==> src/hw/rtl/gha_ram.sv <==
`timescale 1ns / 1ps
// ----------------------------------------------------------------------------
// Simple dual-port RAM
// One write port and one read port, read data registered on read enable.
// ----------------------------------------------------------------------------
module gha_ram #(
  parameter int DEPTH = 256,
  parameter int WIDTH = 8
) (
  input  logic                     clk,
  input  logic                     we,
  input  logic [$clog2(DEPTH)-1:0] waddr,
  input  logic [WIDTH-1:0]         wdata,
  input  logic                     re,
  input  logic [$clog2(DEPTH)-1:0] raddr,
  output logic [WIDTH-1:0]         rdata
);

  logic [WIDTH-1:0] mem [DEPTH];

  always_ff @(posedge clk) begin
    if (we) begin
      mem[waddr] <= wdata;
    end
  end

  always_ff @(posedge clk) begin
    if (re) begin
      rdata <= mem[raddr];
    end
  end

endmodule

==> config.mk <==
export PLATFORM = sky130hd
export DESIGN_NAME = gha_ram
export DESIGN_NICKNAME = d
export VERILOG_FILES = /design/src/hw/rtl/gha_ram.sv
export SDC_FILE = /design/constraint.sdc
export NUM_CORES = 2
export LEC_CHECK = 0
export BUFFER_PORTS_ARGS = -buffer_cell sky130_fd_sc_hd__buf_2
export CAP_MARGIN = 20
export CORE_AREA = 2 2 368 370
export DETAILED_ROUTE_END_ITERATION = 8
export DIE_AREA = 0 0 370 372
export PLACE_DENSITY = 0.77
export RECOVER_POWER = 100
export REMOVE_ABC_BUFFERS = 1
export SKIP_LAST_GASP = 1
export SYNTH_ARGS = -nofsm -noshare
export SYNTH_HDL_FRONTEND = slang
export SYNTH_SLANG_ARGS = --single-unit
==> constraint.sdc <==
create_clock -name clk -period 4.4 [get_ports clk]
set_input_delay 0.88 -clock clk [delete_from_list [all_inputs] [get_ports clk]]
set_output_delay 0.88 -clock clk [all_outputs]
set_load 0.02 [all_outputs]
* Word-level counts from Yosys, hierarchy flattened *
Memories as Yosys holds them, arrays and structs flattened. A register that Yosys moved wholly into a read port is not among the register bits.
Cells that the tools add are included.

cells by class
  $add $sub $neg = 0
  multipliers = 0
  divide/modulo/power cells = 0
  $lt $le $gt $ge = 0
  eq/ne operators = 0
  shift-type cells = 0
  mux-type cells = 2
  bitwise gates (word level) = 0
  reduce and logical (&&, ||, !) cells = 0

operators by type and width
  kind              number
  2-to-1 mux 1 bit  2

storage, ports and cells
  bits in registers = 0
  latch bits = 0
  bits in writable memories = 2048
  bits in read-only memories = 0
  bits of input ports = 27
  output and inout bits = 8
  word-level logic and storage cells = 3
  memories kept = 1

memory list
  name  words  bits a word  read ports  clocked after memory_dff  wr ports  line  text
  mem   256    8            1           1                         1         19    logic [WIDTH-1:0] mem [DEPTH];

* Depth between registers and ports, before layout *
  depth after elaboration = 2
  gate-level depth with buffers = 11
  gate-level depth less buffers = 6

* Least setup slack after synthesis *
OpenSTA, ideal clock, no wires.

  path type = in2reg
  start point = in raddr[0]
  end point = reg rdata[2] (read register of mem), data pin
  library setup time = 269 ps
  arrival = 2687 ps
  data required time = 4131 ps
  path slack = 1444 ps
  stages = 9
  path buffers = 4
  cell sequence = buf_6 -> buf_12 -> buf_8 -> buf_2 -> mux4_2 -> a22oi_1 -> a21oi_1 -> nor4_1 -> nor4_2

RTL lines
  item             line  text
  start, declared  15    input logic [$clog2(DEPTH)-1:0] raddr,
  end, declared    16    output logic [WIDTH-1:0] rdata

* Worst setup path after layout *
  start point = in wdata[5]
  end point = mem mem[200][5], data pin

RTL lines
  item             line  text
  start, declared  13    input logic [WIDTH-1:0] wdata,
  end, declared    19

Straight into the memory's write port.

==> out/metrics.cfg <==
[global_route]
number_of_global_route_vias_before_repair=40370
grt_pass1_wl_um=285900
grt_antenna_before_repair=13
grt_max_degree=160
grt-ovfl-total=0
grt_usage=0.2918

[setup_path]
critical_path.endpoint=mem[200][5]$_DFFE_PP_
critPathKind=input port to flip-flop
critPathLaunch=wdata[5]
start_kind=input port
rr_worst_depth=6
timing.critical_path.fanout_max=159
critical_path.top_delay_family=buffers and inverters
critical_path.reg2reg.startpoint=mem[87][4]$_DFFE_PP_
worstSetupPathDepth=2
cp_cell_sequence=clkbuf_2, clkbuf_2
critical-path-slowest-cell=clkbuf_2
worst_setup_path_end_kind=flip-flop
cp_num_buf_inv=2
critical_path.reg2reg.endpoint=rdata[4]$_DFFE_PP_
internal_reg_to_reg_setup_slack_ns=1.30
worstPathRequired_ns=4.93
timing.critical_path.slowest_cell_delay_ns=2.50
critical-path-top-cell-by-count=clkbuf_2
worst-endpoint-arrival_ns=4.33

[final_layout]
layout.cell_area.non_filler_mm2=0.08857
layout.nets=3975
post_route_cells_drive_above_1_share=0.2204
mostFrequentLayoutCells=edfxtp_1, mux4_2, nor2_1
layout_commonest_cell=edfxtp_1
areaGrowthSynthToFinish_pct=11.22

[synthesis]
post-synth-top-area-fraction=0.7753
syn_avg_cell_area_um2=21.33
synthCells=3733
yosysUniqueCellTypes=54
ys_ff_latch=2056
synth_area_leaders=edfxtp_1, mux4_2, mux2i_1, nor2_1, a22oi_1
syn_area_mm2=0.07964
seq_area_frac_synth=0.7753
yosysWarnings=0
synth_top_cell_by_area=edfxtp_1

[clock_tree]
max-clock-path-buffers=3
cts_tree=done
tritoncts_num_sinks=2056
cts_post_setup_buffers_inserted=0
cts_root_buffer=clkbuf_16
ctsHoldBuffers=0
cts_buffers=190
clkSlewWorstSetupHoldPaths_ns=0.07
post_cts_resized=0
insertion_delay_ns=0.84
htree_num_levels=4

[detailed_routing]
wirelength_um=198600
drtAntennaViolNets=0
drc=0
avgViaCountPerCell=6.924
first_pass_iters=6
drt-wirelength-per-cell_um=33.67
vias=40850
drt_first_iter_violations=6337

[floorplanning]
floorplan.initialDensity=0.5930
die_width_um=370
die_h_um=372
full_die_area_mm2=0.1376
fp-row-count=135
floorplan.core_area_mm2=0.1343
top_level_ports=35

[power_and_ir_drop]
max-vdd-ir-drop_v=0.0004363
cellPowerDensity_mw_per_mm2=451.1
cellLeakagePower_nw=27.34

[sta]
slew_violations=1210
grt_setup_unrepaired=false
timing.final.crit_share=0.8625
timing.max_slew.rel_slack=-1.466
max_freq_ghz=0.2635
max_slew.worst_pin.slew_ns=3.699
worst_clock_skew_ns=0.03207
final-setup-viol-count=0
time_the_worst_path_needs_with_i_o_delays_and_setup_ns=3.795
timing_hold_violations_final=0
worst_case_setup_margin_in_the_final_layout_ns=0.6048

[placed_design]
dp_hpwl_um=117800
final_wtd_congestion=0.9245
dpl_cell_area_mm2=0.08283
placement.io_buffers=34
dp_worst_setup_slack_ns=-0.05129

[flow_run]
maxCapViolCount=23

[outcome]
outcome=complete, but fails checks
violations=capacitance limit, slew limit

[min_path]
min-delay-path-class=input port to flip-flop
hp-start=re

-- worst min path at each step --
stage	end	slack, ns	cells past startpoint
3_3_place_gp	rdata[2]$_DFFE_PP_	1.11	5
2_1_floorplan	rdata[5]$_DFFE_PP_	0.86	6
3_5_place_dp	rdata[3]$_DFFE_PP_	1.14	6
6_report	rdata[3]$_DFFE_PP_	0.65	1
4_1_cts	rdata[3]$_DFFE_PP_	0.44	1
5_1_grt	rdata[3]$_DFFE_PP_	0.63	1
-- final cells by class --
class                           count  area, um^2
Antenna cell                        9       22.52
Tap cell                         1781        2228
Timing Repair Buffer              256        1976
Multi-Input combinational cell   1442       16480
Clock buffer                      232        4997
Fill cell                        8180       45720
Inverter                            2       7.507
Sequential cell                  2056       61740
Clock inverter                    122        1124
-- where the power goes --
part / internal [mW] / switching (mW) / leakage [nW]
Clock: 9.15 / 7.14 / 2.98
Sequential: 21.6 / 0.0274 / 18.5
Combinational: 0.698 / 1.31 / 5.87
-- stage by stage --
stage	total power, mW	util	hold slack [ns]	TNS (ns)	instances
global placement	23.97	0.6165	1.113	-0.1838	5535
floorplan	22.80	-	0.8573	0	3500
detailed placement	24.01	0.6168	1.143	-0.05129	5537
finish	39.95	0.6596	0.6512	0	5900
global route	40.79	0.6595	0.6302	0	5896
CTS	39.99	0.6624	0.4372	0	5891
-- routing by layer --
metal,vias up,part of all wire,GRT usage
met5,-,0.00017,0
met2,3138,0.48,0.4575
li1,16140,-,-
met4,4,0.049,0.1261
met3,513,0.12,0.06614
met1,21050,0.35,0.4005
-- Yosys cell counts, drive strengths merged --
master / instances
a22oi: 133
nor3: 22
o21ai: 12
nor3b: 1
or2: 4
and3b: 2
clkinv: 1
nor2: 282
nand2: 33
nor4b: 1
buf: 122
a21boi: 1
o22ai: 28
nor4: 27
and2: 6
a2111oi: 5
o32ai: 5
a21oi: 96
o311ai: 1
mux4: 456
nand4: 10
or3b: 1
a31oi: 2
nand3: 34
mux2i: 134
a211oi: 16
nor2b: 31
nand2b: 8
a22o: 8
nand3b: 2
inv: 1
clkbuf: 111
a221oi: 14
a311oi: 2
or2b: 1
edfxtp: 2056
o211ai: 10
and3: 1
mux2: 1
o221ai: 47
o22a: 5
-- logic make-up after synthesis --
| group | after synthesis | share of synthesized area |
|---|---|---|
| buffers and inverters | 235 | 0.01829 |
| AND/OR/NAND/NOR | 466 | 0.02625 |
| multiplexers | 591 | 0.1460 |
| AO/OA/AOI/OAI | 385 | 0.03416 |
| flip-flops | 2056 | 0.7753 |
-- registers in the layout (all words and copies together) (netlist names) --
signal  flops
rdata       8
mem      2048
Note: power is estimated with default switching activity, not from simulation.
