==> src/hw/rtl/gha_pkg.sv <==
`timescale 1ns / 1ps
// ----------------------------------------------------------------------------
// Generational handle allocator package
// Sizes, command codes and memory word layouts shared by the allocator files.
// ----------------------------------------------------------------------------
package gha_pkg;

  localparam int SLOTS   = 256;
  localparam int IDX_W   = 8;
  localparam int GEN_W   = 16;
  localparam int PAY_W   = 32;
  localparam int FRESH_W = 9;
  localparam int CNT_W   = 8;
  localparam int VER_W   = 32;

  localparam logic [1:0] CMD_CREATE  = 2'd0;
  localparam logic [1:0] CMD_DESTROY = 2'd1;
  localparam logic [1:0] CMD_LOOKUP  = 2'd2;
  localparam logic [1:0] CMD_CLEAR   = 2'd3;

  // One slot of the slot memory.
  typedef struct packed {
    logic [GEN_W-1:0] gen;
    logic [PAY_W-1:0] payload;
  } slot_word_t;

  // One entry of the free stack: the freed slot and the generation it will
  // carry when it is handed out again.
  typedef struct packed {
    logic [IDX_W-1:0] idx;
    logic [GEN_W-1:0] gen;
  } stack_word_t;

  // Update request for the occupancy flags.
  typedef struct packed {
    logic             set;
    logic             clr;
    logic             clr_all;
    logic [IDX_W-1:0] idx;
  } occ_cmd_t;

endpackage

==> src/hw/rtl/gha_occ_flags.sv <==
`timescale 1ns / 1ps
// ----------------------------------------------------------------------------
// Occupancy flags
// One flag per slot, set on create, cleared on destroy, all cleared at once.
// ----------------------------------------------------------------------------
module gha_occ_flags
  import gha_pkg::*;
(
  input  logic             clk,
  input  logic             rst_n,
  input  occ_cmd_t         cmd,
  input  logic [IDX_W-1:0] rd_idx,
  output logic             rd_flag
);

  logic [SLOTS-1:0] flags_r;

  always_ff @(posedge clk) begin
    if (!rst_n || cmd.clr_all) begin
      flags_r <= '0;
    end else if (cmd.set) begin
      flags_r[cmd.idx] <= 1'b1;
    end else if (cmd.clr) begin
      flags_r[cmd.idx] <= 1'b0;
    end
  end

  assign rd_flag = flags_r[rd_idx];

endmodule

==> config.mk <==
export PLATFORM = sky130hd
export DESIGN_NAME = gha_occ_flags
export DESIGN_NICKNAME = d
export VERILOG_FILES = /design/src/hw/rtl/gha_pkg.sv /design/src/hw/rtl/gha_occ_flags.sv
export SDC_FILE = /design/constraint.sdc
export NUM_CORES = 1
export LEC_CHECK = 0
export ABC_AREA = 1
export ABC_CLOCK_PERIOD_IN_PS = 1300
export BUFFER_PORTS_ARGS = -buffer_cell sky130_fd_sc_hd__buf_2
export CORE_MARGIN = 2
export CORE_UTILIZATION = 40
export CTS_CLUSTER_DIAMETER = 50
export DETAILED_ROUTE_END_ITERATION = 6
export GPL_ROUTABILITY_DRIVEN = 1
export PLACE_DENSITY_LB_ADDON = 0.3
export RECOVER_POWER = 100
export SETUP_SLACK_MARGIN = 0.15
export SYNTH_ARGS = -nofsm -noshare
export SYNTH_HDL_FRONTEND = slang
export SYNTH_SLANG_ARGS = --single-unit
==> constraint.sdc <==
create_clock -name clk -period 1.3 [get_ports clk]
set_input_delay 0.13 -clock clk [delete_from_list [all_inputs] [get_ports clk]]
set_output_delay 0.13 -clock clk [all_outputs]
set_load 0.01 [all_outputs]
# == Yosys cells after proc, flatten, opt, wreduce, memory -nomap -nowiden ==
# Cells that the tools add are included.
# word_totals
ff_bits,256
in_bits,21
output_inout_bits,1
word_cells,17
# classes
n_lt_le_gt_ge,3
muxes,6
n_bitwise,3
reduce_logical,4
# ops
op,count
256-bit 2-to-1 mux,2
256-bit bitwise AND,1
256-bit NOT,1
256-bit OR,1
8-bit by 9-bit < comparator with 1-bit output (second input constant),2
1-bit binary-select mux with 8-bit select,1
1-bit demux with 8-bit select,1
8-bit by 1-bit >= comparator with 1-bit output (second input constant),1
1-bit 2-to-1 mux,2
2-bit nonzero test,1
1-bit logical AND,1
1-bit logical NOT,1
1-bit logical OR,1

# == Depth between registers and ports, before layout ==
# Gate-level depths: netlist of the first run.
# depth
word_depth,8
mapped_depth,13
ltp_nobuf,11

# == Worst setup path before layout of the first run ==
# OpenSTA, ideal clock, no wires.
# synth_path
path_type,input-to-output
startpoint,input rd_idx[2]
endpoint,output rd_flag
t_arrival_ns,1.214
required_time_ns,1.170
slack_ns,-0.044
stages,11
path_buffers,2
path_cell_list,clkbuf_1 inv_1 clkbuf_1 nand3_1 nand3_1 nand3_1 nand2_1 nand2_1 nand3_1 nand3_1 nand2_1
# synth_via
elab_chain_len,2
# synth_lines
element,line_no,text
from (decl),gha_occ_flags.sv:12,"input logic [IDX_W-1:0] rd_idx,"
1-bit binary-select mux with 8-bit select,gha_occ_flags.sv:28,assign rd_flag = flags_r[rd_idx];
1-bit 2-to-1 mux (not written as such),gha_occ_flags.sv:28,
to (decl),gha_occ_flags.sv:13,output logic rd_flag
# No other way between the ends. The select of a mux whose other input is x is not followed.

==> impl_results.md, run 1 <==
- Outcome: finished, violations left
- Failing checks: setup timing
- Top Usage Layer GRT: met2
- Synth top cells by count: nand3_1 (377), nand2_1 (287), dfxtp_1 (256)
- DR iter-0 viols: approximately 1700
- Starting Density: 40.4%
- Synthesized flop and latch total: between 200 and 300
- Clock slew seen by the registers of the worst setup and hold paths: 0.06 ns
- Per-cell routed wire length: 21.8 um
- CP required: 1.17 ns
- Synth-to-Final Area Change: 24.5%
- Yosys cell types: 23
- VDD IR max: 1.03 mV
- Final wirelength: 50.0 mm
- First-pass GRT wire length: 77.1 mm
- Maxcap violations: 0
- Hold Startpoint: rst_n
- Area leader, netlist: dfxtp_1
- Post-synth ARST share: 0%
- GRT Resource Usage Total: approximately 30%
- Final WS setup: -0.674 ns
- Post-route cell area: approximately 16000 um^2
- Nets@finish: 1898
- CP Max Fanout: 2
- Count leader, synth: nand3_1
- Final Setup Violations: 7
- Max Freq: 507 MHz
- CTS root buffer: clkbuf_16
- Post-Syn Nets: approximately 1900
- Core Rows: 65
- Hold Path Class: in -> reg
- Clock buffer depth: 3
- Fin crit period: 1.97 ns
- Seq/Total Area, Yosys: 40.5%
- Antenna cell count: 0
- Placed Area: 14700 um^2
- Power Dens Cells: 1170 nW/um^2
- Endpoints failing hold: 0
- Lkg Pwr: 0.00516 uW
- Worst skew pair latency: 0.56 ns
- Vias per cell: around 6.1
- Crit path kind: reg -> out
- EDFF count, synth: 0
- Layout cells sized above 1: 23.7%
- Area of the core: around 31000 um^2
- Ys Warns: 0
- Die width: 182 um
- Clk sink count: 256
- Global route overflow: 0
- WP data arrival: 1.84 ns
- M2 GR Usage: 46.1%
- CP endpoint kind: output pin
- Setup skew after layout: 0 ns
- Synth top area share: 40.5%
- Pin count of the biggest net entering global routing: 84
- DRC errors left: 0
- Vias in the first global route: ~13000
- Router iterations before antenna repair: 6
- Met1 Use GR: 39.5%
- Syn Inst Count: 1835
- GR Layer Usage met3: 6.12%
- Max-slew violations: 0
- Netlist Area Pre-Place: 12700 um^2
- DP Wirelength: around 30 mm
- Routed Antenna Nets: 0
- Hold_ws: ~0.075 ns
- CTS buffer count: 30
- # IOs: 22
- Fin cells: 2299
- Vias: around 14000
- Die area: 33100 um^2
- Fin crit share: 152%
- Fillers: 3066
- DP Cell Count: 2246
- Synth top area cells: dfxtp_1 (40%), nand3_1 (15%), a21oi_1 (9.9%), nor3_1 (9.4%), nand2_1 (8.5%)
- RSZ-0062 raised after global routing: yes
- Synthesized area per cell: 6.90 um^2
- Buffers added on ports: 21
- Predominant post-synthesis flop cell: dfxtp_1
- Placer Congestion: 0.889
- TritonCTS clock tree: done
- Die height: 182 um
- Antenna violations before repair: 0
- CTS H-tree depth: 1
- Critical path launch point type: flop
- Slew @ Worst Pin: 0.762 ns
- Rel. slew slack: 49.2%
-- critical path, stage by stage (launching register included) --
cell     delay (ns)
dfxtp_1        0.33
nand2_1        0.07
nand3_2        0.09
nand3_2        0.08
nand3_2        0.10
nand3_4        0.10
nand2_2        0.10
nand2_4        0.07
nand3_2        0.08
nand3_2        0.06
nand2_2        0.09
buf_6          0.10
-- layout make-up --
| class | instances | area (um^2) | area share (%) |
|---|---|---|---|
| clock inverter | 12 | 126 | 0.801 |
| timing repair buffer | 182 | 1770 | 11.2 |
| tap | 402 | 503 | 3.19 |
| clock buffer | 40 | 870 | 5.51 |
| multi-input combinational | 1341 | 7050 | 44.7 |
| sequential | 256 | 5210 | 33.0 |
| inverter | 66 | 251 | 1.59 |
-- path summary, 6_finish.rpt --
path,to,slack (ns),depth (start not counted)
worst max register to register,flop,0.56,3
worst min register to register,flop,0.46,2
worst max-delay path,rd_flag,-0.67,11
worst min-delay path,flop,0.08,3
-- logic make-up (layout without fill, tap and decap cells) --
logic type,after synthesis,in the layout,synth area share (%)
compound gates,387,387,15.4
buf+inv,238,300,8.42
flops,256,256,40.5
simple gates,954,954,35.7
-- power by group --
group	switching (uW)	total (uW)	internal, uW
clock network	3510	8580	5060
logic	1400	1980	580
registers	3.65	7850	7850
total	4920	18400	13500
-- layout by cell type (no fill, tap or decap), types with 5 or more instances in the layout --
master and n:
nand2_1 271, clkbuf_4 10, clkinv_2 5, nor2_4 16, nor3_1 199, dfxtp_2 70
nor2_1 30, buf_4 90, o21ai_1 24, a21oi_1 250, buf_2 17, dfxtp_1 186
inv_1 44, buf_12 40, nand3_2 59, clkbuf_16 31, nand2_2 14, a211oi_1 6
o21ai_0 107, nand3_1 314, nor3_2 42, inv_2 19, clkbuf_2 11, clkbuf_8 6
clkbuf_1 14
-- repair_timing --
| action | CTS | global route |
|---|---|---|
| gates cloned | 0 | 0 |
| setup endpoints to repair | 1 | 1 |
| buffers inserted | 0 | 1 |
| pin swaps | 26 | 28 |
| hold buffers | 0 | 0 |
| resized for setup | 79 | 76 |
-- routing by layer --
metal	part of all wire, %	vias up
li1	-	6431
met1	41	6731
met2	44	825
met3	9.9	146
met4	4.9	0
met5	0	-
-- through the flow --
stage | power, uW | setup WS, ns | setup TNS [ns] | util [%]
after floorplan | 9100 | 0.0420 | 0 | -
after global placement | 9930 | -0.668 | -20.61 | 46.8
after detailed placement | 9940 | -0.660 | -24.54 | 46.8
after CTS | 18500 | -0.669 | -0.669 | 50.7
after global routing | 18900 | -0.742 | -5.76 | 50.3
final | 18400 | -0.674 | -0.723 | 50.3
(Power assumes the default switching activity.)
==> inputs of run 2 (changes only) <==
- CORE_UTILIZATION: 40 -> 57
==> run 2 against run 1 <==
  * The run ends with DRC, setup timing left
  * Combinational power about the same
  * Cell count fell by 5.6%
  * Utilization grew 21 points
  * Worst hold slack gained 0.16 ns
  * Non-clock buffer count shrank 10
  * Worst setup slack lost 0.039 ns
  * Critical path type unchanged
  * Largest cell class unchanged
  * Largest power group unchanged
==> impl_results.md, run 2 (same netlist as run 1, synthesis figures left out) <==
- Outcome: finished, violations left
- Failing checks: DRC, setup timing
- Final Setup Violations: 19
- Max-slew violations: 0
- Endpoints failing hold: 0
- Clock buffer depth: 3
- Final WS setup: -0.713 ns
- Vias: 14420
- Fillers: 1766
- Area of the core: 21800 um^2
- RSZ-0062 raised after global routing: yes
- DRC errors left: 8
- Maxcap violations: 0
- Setup skew after layout: 0 ns
- GRT Resource Usage Total: 38.9%
- Most common cell after layout, fill and taps aside: nand3_1
- WP data arrival: around 1.9 ns
- Routed Antenna Nets: 0
- Antenna violations before repair: 0
- Starting Density: 58.1%
- Synth-to-Final Area Change: 22.7%
- Final wirelength: 47.7 mm
- Die area: 23400 um^2
- Global route overflow: 0
- Vias per cell: 6.65
- Placer Congestion: 0.958
- Slew @ Worst Pin: 0.619 ns
- Critical path launch point type: flop
- CP Max Fanout: 2
- DR iter-0 viols: approximately 2200
- # IOs: 22
- CTS root buffer: clkbuf_16
- First-pass GRT wire length: between 70 and 80 mm
- Die height: ~150 um
- Hold_ws: 0.236 ns
- Buffers added on ports: 21
- Core Rows: 54
- CTS H-tree depth: 1
- Antenna cell count: 0
- Crit path kind: reg -> out
- Layout cells sized above 1: 23.3%
- TritonCTS clock tree: done
- Fin crit share: 155%
- Fin cells: 2170
- Hold Path Class: in -> reg
- CP cell instances: nand2_1 > nand3_1 > nand3_1 > nand3_2 > nand3_2 > nand2_2 > nand2_1 > nand3_2 > nand3_2 > nand2_2 > buf_6
- R2r setup slk: 0.52 ns
- Slowest CP cell: dfxtp_1
- Post-Place Setup Slack: -0.563 ns
- Pin count of the biggest net entering global routing: 96
- Vias in the first global route: 13260
- Max Freq: 497 MHz
- CP endpoint kind: output pin
- Clk sink count: 256
- Die width: 153 um
- CTS buffer count: 30
- CP required: about 1.2 ns
- Nets@finish: between 1500 and 2000
- Fin crit period: a little over 2 ns
- Router iterations before antenna repair: 7
- CP peak stage delay: 0.33 ns
- Most frequent cells in the layout: nand3_1 (331), nand2_1 (271), a21oi_1 (250)
- Per-cell routed wire length: around 22 um
- Power Dens Cells: 1200 nW/um^2
- CP bufs+invs: 1
- VDD IR max: 0.999 mV
- Top delay family on crit path: simple AND/OR/NAND/NOR gates
- Lkg Pwr: 0.00507 uW
- Design Power: 18700 uW
- Rel. slew slack: 58.7%
- Clock slew seen by the registers of the worst setup and hold paths: roughly 0.06 ns
- DP Wirelength: 29.2 mm
- CP dominant cell by count: nand3_2
- Worst skew pair latency: roughly 0.56 ns
- DP Cell Count: around 2100
run 2: area by class of cell:
| type | instances | area (um^2) | area share (%) |
|---|---|---|---|
| clock buffer | 41 | 882 | 5.68 |
| clock inverter | 14 | 178 | 1.14 |
| inverter | 66 | 263 | 1.69 |
| multi-input combinational | 1341 | 7060 | 45.4 |
| sequential | 256 | 5180 | 33.4 |
| tap | 280 | 350 | 2.25 |
| timing repair buffer | 172 | 1630 | 10.5 |
run 2: final timing paths:
check | start | end | cells after the start
hold reg to reg | flop | flop | 2
setup reg to reg | flop | flop | 2
hold / removal | cmd[0] | flop | 7
setup / recovery | flop | rd_flag | 11
run 2: worst min-delay path: cells and delay by family:
kind | cells | cell delay (ns)
buffers and inverters | 3 | 0.40
AND/OR/NAND/NOR | 3 | 0.18
AO/OA/AOI/OAI | 1 | 0.06
run 2: where the power goes:
part	internal (uW)	switching, uW	leakage (uW)	total (uW)
combinational	566	1380	0.00247	1950
sequential	7850	3.77	0.00209	7850
clock	5350	3500	0.000511	8850
run 2: metrics by stage:
step	cell area, um^2	util [%]	TNS, ns
global placement	14200	65.1	-18.93
floorplan	13200	-	0
global route	15500	71.2	-1.79
detailed placement	14200	65.1	-25.49
CTS	15400	70.7	-0.667
finish	15500	71.2	-0.847
run 2: timing repair:
| action | CTS | global route |
|---|---|---|
| gates resized for setup | 45 | 59 |
| hold buffers | 2 | 0 |
| cloned | 0 | 0 |
| setup buffers | 0 | 1 |
| endpoints found under the hold margin | 3 | 0 |
| endpoints found under the setup margin | 1 | 1 |
| pin swaps | 21 | 22 |
run 2: metal layers:
metal | GRT usage [%] | vias to the layer above | share of wire, %
li1 | - | 6422 | -
met1 | 51.3 | 6665 | 36
met2 | 59.4 | 1069 | 44
met3 | 6.89 | 264 | 12
met4 | 23.8 | 0 | 7.3
met5 | 0 | - | 0
